**config.mk**
```make
export PLATFORM = sky130hd
export DESIGN_NAME = escape_char_encoder_unit
export DESIGN_NICKNAME = d
export VERILOG_FILES = /design/src/ece_pkg.sv /design/src/ece_queue.sv /design/src/ece_front.sv /design/src/ece_back.sv /design/src/escape_char_encoder_unit.sv
export VERILOG_INCLUDE_DIRS = /design/src /design/src/src
export SDC_FILE = /design/constraint.sdc
export NUM_CORES = 1
export LEC_CHECK = 0
export BUFFER_PORTS_ARGS = -buffer_cell sky130_fd_sc_hd__buf_4
export CELL_PAD_IN_SITES_DETAIL_PLACEMENT = 1
export CELL_PAD_IN_SITES_GLOBAL_PLACEMENT = 2
export CORE_ASPECT_RATIO = 0.7
export CORE_MARGIN = 3
export CORE_UTILIZATION = 40
export DETAILED_ROUTE_END_ITERATION = 6
export PLACE_DENSITY = 0.81
export SLEW_MARGIN = 10
export SYNTH_ARGS = -nofsm -noshare
export SYNTH_HDL_FRONTEND = slang
export SYNTH_SLANG_ARGS = --single-unit
```
**constraint.sdc**
```tcl
create_clock -name i_clk -period 3.8 [get_ports i_clk]
set_input_delay 0.76 -clock i_clk [delete_from_list [all_inputs] [get_ports i_clk]]
set_output_delay 0.76 -clock i_clk [all_outputs]
set_load 0.01 [all_outputs]
```
**src/assert_macros.svh**
```systemverilog
// assertion macros shared by the escape encoder modules
// expects i_clk and i_rst_n in the scope of each use
`ifndef ASSERT_MACROS_SVH
`define ASSERT_MACROS_SVH
`ifndef SYNTHESIS
`define ECE_ASSERT(lbl, prop, msg) \
    lbl: assert property (@(posedge i_clk) disable iff (!i_rst_n) (prop)) else $error(msg);
`define ECE_ASSERT_ALWAYS(lbl, prop, msg) \
    lbl: assert property (@(posedge i_clk) (prop)) else $error(msg);
`else
`define ECE_ASSERT(lbl, prop, msg)
`define ECE_ASSERT_ALWAYS(lbl, prop, msg)
`endif
`endif

```
**src/ece_pkg.sv**
```systemverilog
// types, constants and the escape table of the escape encoder
// no dependencies
package ece_pkg;

    localparam logic [7:0] BSL     = 8'h5C;
    localparam logic [7:0] UND     = 8'h5F;
    localparam logic [7:0] CH_ZERO = 8'h30;

    typedef struct packed {
        logic [7:0] in_byte;
        logic       in_last;
    } t_in_item;

    typedef struct packed {
        logic [7:0] out_byte;
        logic       run_last;
        logic       string_end;
    } t_out_item;

    // what the back end has to send for one item
    typedef enum logic [1:0] {
        K_NONE,
        K_PLAIN,
        K_ESC
    } t_kind;

    typedef struct packed {
        logic       lead_bsl;
        t_kind      kind;
        logic [7:0] data;
        logic       last;
    } t_cmd;

    typedef enum logic [1:0] {
        PH_LEAD,
        PH_B0,
        PH_B1,
        PH_B2
    } t_phase;

    // escape code 1..8, zero for a byte that passes through
    function automatic logic [3:0] esc_code(input logic [7:0] b);
        logic [3:0] c;
        unique case (b)
            8'h0A:   c = 4'd1;
            8'h0D:   c = 4'd2;
            8'h20:   c = 4'd3;
            8'h22:   c = 4'd4;
            8'h27:   c = 4'd5;
            8'h60:   c = 4'd6;
            8'h3A:   c = 4'd7;
            8'h3B:   c = 4'd8;
            default: c = 4'd0;
        endcase
        return c;
    endfunction

endpackage

```
**src/ece_queue.sv**
```systemverilog
// small flip-flop queue of commands between front and back end
// depends on ece_pkg
`include "assert_macros.svh"
module ece_queue #(
    parameter int DEPTH = 4
) (
    input  logic         i_clk,
    input  logic         i_rst_n,
    input  logic         i_push,
    input  ece_pkg::t_cmd i_data,
    output logic         o_full,
    input  logic         i_pop,
    output logic         o_valid,
    output ece_pkg::t_cmd o_data
);

    localparam int PW = (DEPTH > 1) ? $clog2(DEPTH) : 1;
    localparam int CW = $clog2(DEPTH + 1);

    ece_pkg::t_cmd r_mem [DEPTH];
    logic [PW-1:0] r_wr;
    logic [PW-1:0] r_rd;
    logic [CW-1:0] r_count;
    logic [PW-1:0] n_wr;
    logic [PW-1:0] n_rd;
    logic          w_push;
    logic          w_pop;

    assign o_full  = (r_count == CW'(DEPTH));
    assign o_valid = (r_count != '0);
    assign o_data  = r_mem[r_rd];
    assign w_push  = i_push && !o_full;
    assign w_pop   = i_pop && o_valid;
    assign n_wr    = (r_wr == PW'(DEPTH - 1)) ? '0 : r_wr + 1'b1;
    assign n_rd    = (r_rd == PW'(DEPTH - 1)) ? '0 : r_rd + 1'b1;

    always_ff @(posedge i_clk) begin
        if (w_push) begin
            r_mem[r_wr] <= i_data;
        end
    end

    always_ff @(posedge i_clk) begin
        if (!i_rst_n) begin
            r_wr    <= '0;
            r_rd    <= '0;
            r_count <= '0;
        end else begin
            if (w_push) begin
                r_wr <= n_wr;
            end
            if (w_pop) begin
                r_rd <= n_rd;
            end
            if (w_push && !w_pop) begin
                r_count <= r_count + 1'b1;
            end else if (w_pop && !w_push) begin
                r_count <= r_count - 1'b1;
            end
        end
    end

    `ECE_ASSERT(a_no_overflow, i_push |-> !o_full, "push into a full queue")

endmodule

```
**src/ece_front.sv**
```systemverilog
// front end: takes source bytes, tracks the held backslash, queues commands
// depends on ece_pkg
`include "assert_macros.svh"
module ece_front (
    input  logic             i_clk,
    input  logic             i_rst_n,
    input  logic             i_valid,
    output logic             o_ready,
    input  ece_pkg::t_in_item i_item,
    input  logic             i_full,
    output logic             o_push,
    output ece_pkg::t_cmd     o_cmd
);

    logic       r_held;
    logic       n_held;
    logic       w_accept;
    logic [3:0] w_code;

    assign o_ready  = !i_full;
    assign w_accept = i_valid && o_ready;
    assign w_code   = ece_pkg::esc_code(i_item.in_byte);

    always_comb begin
        o_cmd.lead_bsl = r_held && (i_item.in_byte != ece_pkg::UND);
        o_cmd.last     = i_item.in_last;
        o_cmd.kind     = ece_pkg::K_PLAIN;
        o_cmd.data     = i_item.in_byte;
        n_held         = 1'b0;
        priority if (r_held && (i_item.in_byte == ece_pkg::UND)) begin
            o_cmd.kind = ece_pkg::K_ESC;
            o_cmd.data = ece_pkg::CH_ZERO;
        end else if (i_item.in_byte == ece_pkg::BSL) begin
            // a backslash waits for the next byte unless the string ends here
            if (!i_item.in_last) begin
                o_cmd.kind = ece_pkg::K_NONE;
                n_held     = 1'b1;
            end
        end else if (w_code != 4'd0) begin
            o_cmd.kind = ece_pkg::K_ESC;
            o_cmd.data = ece_pkg::CH_ZERO + {4'd0, w_code};
        end else begin
            o_cmd.kind = ece_pkg::K_PLAIN;
        end
    end

    // an item that only starts holding a backslash sends nothing
    assign o_push = w_accept && !(o_cmd.kind == ece_pkg::K_NONE && !o_cmd.lead_bsl);

    always_ff @(posedge i_clk) begin
        if (!i_rst_n) begin
            r_held <= 1'b0;
        end else if (w_accept) begin
            r_held <= n_held;
        end
    end

    `ECE_ASSERT(a_held_clears, (w_accept && i_item.in_last) |=> !r_held, "held past string end")

endmodule

```
**src/ece_back.sv**
```systemverilog
// back end: expands one queued command into output bytes, one per cycle unless the output stalls
// depends on ece_pkg
`include "assert_macros.svh"
module ece_back (
    input  logic              i_clk,
    input  logic              i_rst_n,
    input  logic              i_head_valid,
    input  ece_pkg::t_cmd      i_head,
    output logic              o_pop,
    output logic              o_valid,
    input  logic              i_ready,
    output ece_pkg::t_out_item o_item
);

    ece_pkg::t_phase    r_phase;
    ece_pkg::t_phase    n_phase;
    ece_pkg::t_phase    w_eff;
    ece_pkg::t_out_item r_out;
    logic               r_vld;
    logic               w_load;
    logic               w_final;
    logic [7:0]         w_byte;

    assign w_load = i_head_valid && (!r_vld || i_ready);
    assign o_pop  = w_load && w_final;

    // output selection for the current step
    always_comb begin
        w_eff = r_phase;
        if (r_phase == ece_pkg::PH_LEAD && !i_head.lead_bsl) begin
            w_eff = ece_pkg::PH_B0;
        end
        w_byte  = ece_pkg::BSL;
        w_final = 1'b0;
        unique case (w_eff)
            ece_pkg::PH_LEAD: begin
                w_final = (i_head.kind == ece_pkg::K_NONE);
            end
            ece_pkg::PH_B0: begin
                if (i_head.kind == ece_pkg::K_PLAIN) begin
                    w_byte  = i_head.data;
                    w_final = 1'b1;
                end
            end
            ece_pkg::PH_B1: begin
                w_byte = ece_pkg::UND;
            end
            ece_pkg::PH_B2: begin
                w_byte  = i_head.data;
                w_final = 1'b1;
            end
            default: begin
                w_byte  = ece_pkg::BSL;
                w_final = 1'b0;
            end
        endcase
    end

    // next step
    always_comb begin
        n_phase = r_phase;
        if (w_load) begin
            if (w_final) begin
                n_phase = ece_pkg::PH_LEAD;
            end else begin
                unique case (w_eff)
                    ece_pkg::PH_LEAD: n_phase = ece_pkg::PH_B0;
                    ece_pkg::PH_B0:   n_phase = ece_pkg::PH_B1;
                    ece_pkg::PH_B1:   n_phase = ece_pkg::PH_B2;
                    default:          n_phase = ece_pkg::PH_LEAD;
                endcase
            end
        end
    end

    always_ff @(posedge i_clk) begin
        if (!i_rst_n) begin
            r_phase <= ece_pkg::PH_LEAD;
            r_vld   <= 1'b0;
        end else begin
            r_phase <= n_phase;
            if (w_load) begin
                r_vld <= 1'b1;
            end else if (i_ready) begin
                r_vld <= 1'b0;
            end
        end
    end

    always_ff @(posedge i_clk) begin
        if (w_load) begin
            r_out.out_byte   <= w_byte;
            r_out.run_last   <= w_final;
            r_out.string_end <= w_final && i_head.last;
        end
    end

    assign o_valid = r_vld;
    assign o_item  = r_out;

    `ECE_ASSERT(a_head_mid_item, (r_phase != ece_pkg::PH_LEAD) |-> i_head_valid, "command left mid expansion")
    `ECE_ASSERT(a_end_is_run_last, o_valid |-> (!o_item.string_end || o_item.run_last), "string end off the last byte")
    `ECE_ASSERT_ALWAYS(a_reset_idle, !i_rst_n |=> !o_valid, "output valid after reset")

endmodule

```
**src/escape_char_encoder_unit.sv**
```systemverilog
// top level of the escape encoder: front end, command queue, back end
// depends on ece_pkg, ece_front, ece_queue, ece_back
//
//   channel  handshake          payload
//   input    i_valid / o_ready  i_item (in_byte, in_last)
//   output   o_valid / i_ready  o_item (out_byte, run_last, string_end)
//
// while the output takes them, the back end sends one byte per cycle: a plain
// byte gives 1 byte, an escaped one 3, a released backslash adds 1: up to 4 per item
// the front end takes an item per cycle while the queue has room
// an accepted item's command passes through the queue, its bytes through the output register
// synchronous active-low reset empties the queue and drops a held backslash
// either side may stall; the queue and output register decouple them
module escape_char_encoder_unit #(
    parameter int QUEUE_DEPTH = 4
) (
    input  logic              i_clk,
    input  logic              i_rst_n,
    input  logic              i_valid,
    output logic              o_ready,
    input  ece_pkg::t_in_item  i_item,
    output logic              o_valid,
    input  logic              i_ready,
    output ece_pkg::t_out_item o_item
);

    logic          w_full;
    logic          w_push;
    logic          w_pop;
    logic          w_head_valid;
    ece_pkg::t_cmd w_cmd;
    ece_pkg::t_cmd w_head;

    ece_front u_front (
        .i_clk   (i_clk),
        .i_rst_n (i_rst_n),
        .i_valid (i_valid),
        .o_ready (o_ready),
        .i_item  (i_item),
        .i_full  (w_full),
        .o_push  (w_push),
        .o_cmd   (w_cmd)
    );

    ece_queue #(
        .DEPTH (QUEUE_DEPTH)
    ) u_queue (
        .i_clk   (i_clk),
        .i_rst_n (i_rst_n),
        .i_push  (w_push),
        .i_data  (w_cmd),
        .o_full  (w_full),
        .i_pop   (w_pop),
        .o_valid (w_head_valid),
        .o_data  (w_head)
    );

    ece_back u_back (
        .i_clk        (i_clk),
        .i_rst_n      (i_rst_n),
        .i_head_valid (w_head_valid),
        .i_head       (w_head),
        .o_pop        (w_pop),
        .o_valid      (o_valid),
        .i_ready      (i_ready),
        .o_item       (o_item)
    );

endmodule

```
==> impl_metrics.json <==
{
  "status": "finished clean",
  "crit_fanout": 5,
  "cts.sink_count": 71,
  "ys_seq_area_share_pct": 61.2,
  "ys_warn_count": 0,
  "synth_most_common_cell": "edfxtp_1",
  "finalCritPeriodShare_pct": 86.2,
  "initial_core_util_pct": 43.0,
  "gp_congestion": 0.715,
  "clkLatencyLatePin_ns": 0.32,
  "rsz0062_at_grt": "false",
  "finClkSkew_ns": 0.00802,
  "core_area_mm2": 0.00761,
  "power_w": 0.00267,
  "relSlewSlack_pct": 55.5,
  "drt_drc_violations_left": 0,
  "die_y_um": 81.7,
  "hold_viol_final": 0,
  "p_leak_nw": 1.36,
  "cts_root_buffer": "clkbuf_16",
  "worst_hold_path_type": "register to register",
  "drive_above_1_share_pct": 26.1,
  "vias": 1861,
  "wire_per_inst_um": 17.2,
  "synth_mux_area_share_pct": 10.1,
  "ys_top_cells_by_area": "edfxtp_1 (53%), mux4_2 (8.3%), dfxtp_1 (8.0%)",
  "synth_seq_cells": 71,
  "grt_overflow": 0,
  "synth-xor-area-share_pct": 0.803,
  "cts_made_buffers": 9,
  "power_frac_seq_pct": 41.8,
  "cp-end-kind": "register",
  "synth-simple-area-share_pct": 13.2,
  "hold_buffers": 0,
  "whs_ns": 0.488,
  "synth.largest_area_cell": "edfxtp_1",
  "nFillCells": 788,
  "grt_first_pass_wirelength_um": 9980,
  "drv_slew": 0,
  "synth_common_cells": "edfxtp_1 (58), inv_1 (15), dfxtp_1 (13), mux4_2 (12)",
  "synthArstFlopShare_pct": 0,
  "ant_nets": 0,
  "synth-adder-area-share_pct": 4.05,
  "arrival_ns": 3.52,
  "pwr-share-clk_pct": 27.7,
  "clk_pin_slew_ns": 0.06,
  "finalSetupViolCount": 0,
  "antenna_found_initial": 0,
  "p_int_w": 0.00188,
  "grt_max_degree": 16,
  "cp_slowest_stage_delay_ns": 0.50,
  "worstMarginPinSlew_ns": 0.668,
  "drt_pass1_iterations": 4,
  "nets": 279,
  "register_area_mm2": 0.00200,
  "synth_nets": 250,
  "drv_cap": 0,
  "p_switching_w": 0.000791,
  "synth_top_area_share_pct": 53.2,
  "routed_wl_um": 6180,
  "grtUsageTotal_pct": 14.3,
  "synth_edf_count": 58,
  "ir_drop_mv": 0.346,
  "portBuffers": 24,
  "p_comb_share_pct": 30.6,
  "multi_input_area_mm2": 0.00116,
  "fp.dieArea_mm2": 0.00932,
  "synth-compound-area-share_pct": 7.42,
  "netlist_instances": 227,
  "syn_area_per_cell_um2": 14.4,
  "postCtsSetupBuffers": 0,
  "cp-start-kind": "register",
  "min_period_ns": 3.27,
  "fin_setup_tns_ns": 0,
  "diodes": 0,
  "cts_buffer_depth": 2,
  "cts_tree": "built",
  "synth_cell_type_count": 54,
  "fmax_mhz": 305,
  "grt_pass1_vias": 1935,
  "dpl_cell_area_mm2": 0.00355,
  "cts_max_level": 3,
  "ios": 25,
  "synth_top_family_by_area": "simple AND/OR/NAND/NOR gates",
  "cts_resized": 0,
  "die_w_um": 114,
  "routed_via_density": 5.18,
  "design_area_mm2": 0.00382,
  "post-dp-hpwl_um": 4420,
  "switching_share_pct": 29.7,
  "path_class": "register to register",
  "crit_path_top_delay_cell": "mux4_2",
  "yosys_most_used_dff": "edfxtp_1",
  "cp_data_required_time_ns": 4.05,
  "crit_chain": "mux4_2 > o21ai_0 > inv_1 > ha_1 > mux2i_1 > o31ai_4 > nand2_2 > ha_1 > inv_1 > fa_1 > xor2_1 > or3_1 > a21boi_0",
  "synthToLayoutAreaGrowth_pct": 16.7,
  "first_iter_violations": 130,
  "syn_area_mm2": 0.00327,
  "power.density_mw_per_mm2": 699,
  "row_count": 26
}
routing by layer:
metal  GRT usage (%)  up-vias  wire [um]
li1                -      913          -
met1            18.8      907       3040
met2            23.3       36       2850
met4            3.56        0         57
met5               0        -          0
met3            4.64        5        230
worst max-delay path, delay by kind of cell, from the launching register on:
| family | cells | cell delay [ns] |
|---|---|---|
| adders and majority gates | 3 | 0.78 |
| muxes | 2 | 0.75 |
| AOI/OAI and AO/OA | 3 | 0.51 |
| and+or+nand+nor | 2 | 0.43 |
| DFF | 1 | 0.36 |
| buffers and inverters | 2 | 0.19 |
| xor gates and xnor gates | 1 | 0.18 |
cells in the final DEF, fill, tap and decap left out, drive strengths merged, types with 5 or more instances in the layout:
master and n:
edfxtp 58, buf 27, inv 15, dfxtp 13, mux4 12, nand2 12
clkbuf 12, nor2 11, o21ai 11, ha 9, nor2b 6, mux2i 6
and2 6, nor3 5, nand3 5, or3 5, nor4 5
logic make-up after synthesis:
| kind of cell | Yosys count |
|---|---|
| AND/OR/NAND/NOR | 69 |
| multiplexers | 18 |
| adder cells (fa/ha/maj) | 10 |
| flip-flops | 71 |
| buffers and inverters | 24 |
| AO/OA/AOI/OAI | 32 |
| XOR/XNOR | 3 |
layout make-up:
cell class / instances / share of cell area (%)
inverter: 15 / 1.47
clock inverter: 4 / 0.590
timing repair buffer: 27 / 5.31
clock buffer: 12 / 6.46
tap: 98 / 3.21
sequential: 71 / 52.4
multi-input combinational: 132 / 30.5
power groups by stage:
stage	registers [W]	clock network (W)	logic, W
floorplan	0.00115	0	0.000537
global placement	0.00112	0	0.000810
detailed placement	0.00113	0	0.000824
CTS	0.00112	0.000753	0.000833
global route	0.00113	0.000796	0.000908
finish	0.00111	0.000737	0.000815
sequential cells by signal, summed over array words and instances, names as in the netlist, named ones only:
signal           cells
u_queue.r_mem       48
u_back.r_phase       2
u_front.r_held       1
u_back.o_valid       1
u_queue.r_rd         2
u_back.o_item       10
u_queue.r_wr         2
u_queue.r_count      3
path summary, 6_finish.rpt:
| kind | from | end | slack, ns | cells past startpoint |
|---|---|---|---|---|
| worst max-delay path | register | u_queue.r_count[2] | 0.53 | 13 |
| worst min-delay path | u_back.o_valid | u_back.o_valid | 0.49 | 2 |
| worst max register to register | register | u_queue.r_count[2] | 0.53 | 13 |
| worst min register to register | u_back.o_valid | u_back.o_valid | 0.49 | 2 |
per-stage QoR:
step	std cells	setup WS (ns)	util, %
floorplan	227	0.513	-
global route	359	0.306	50.1
CTS	359	0.506	50.1
detailed placement	343	0.588	46.6
finish	359	0.526	50.1
global placement	343	0.694	46.6
No activity file was read; power rests on OpenSTA's default activity.
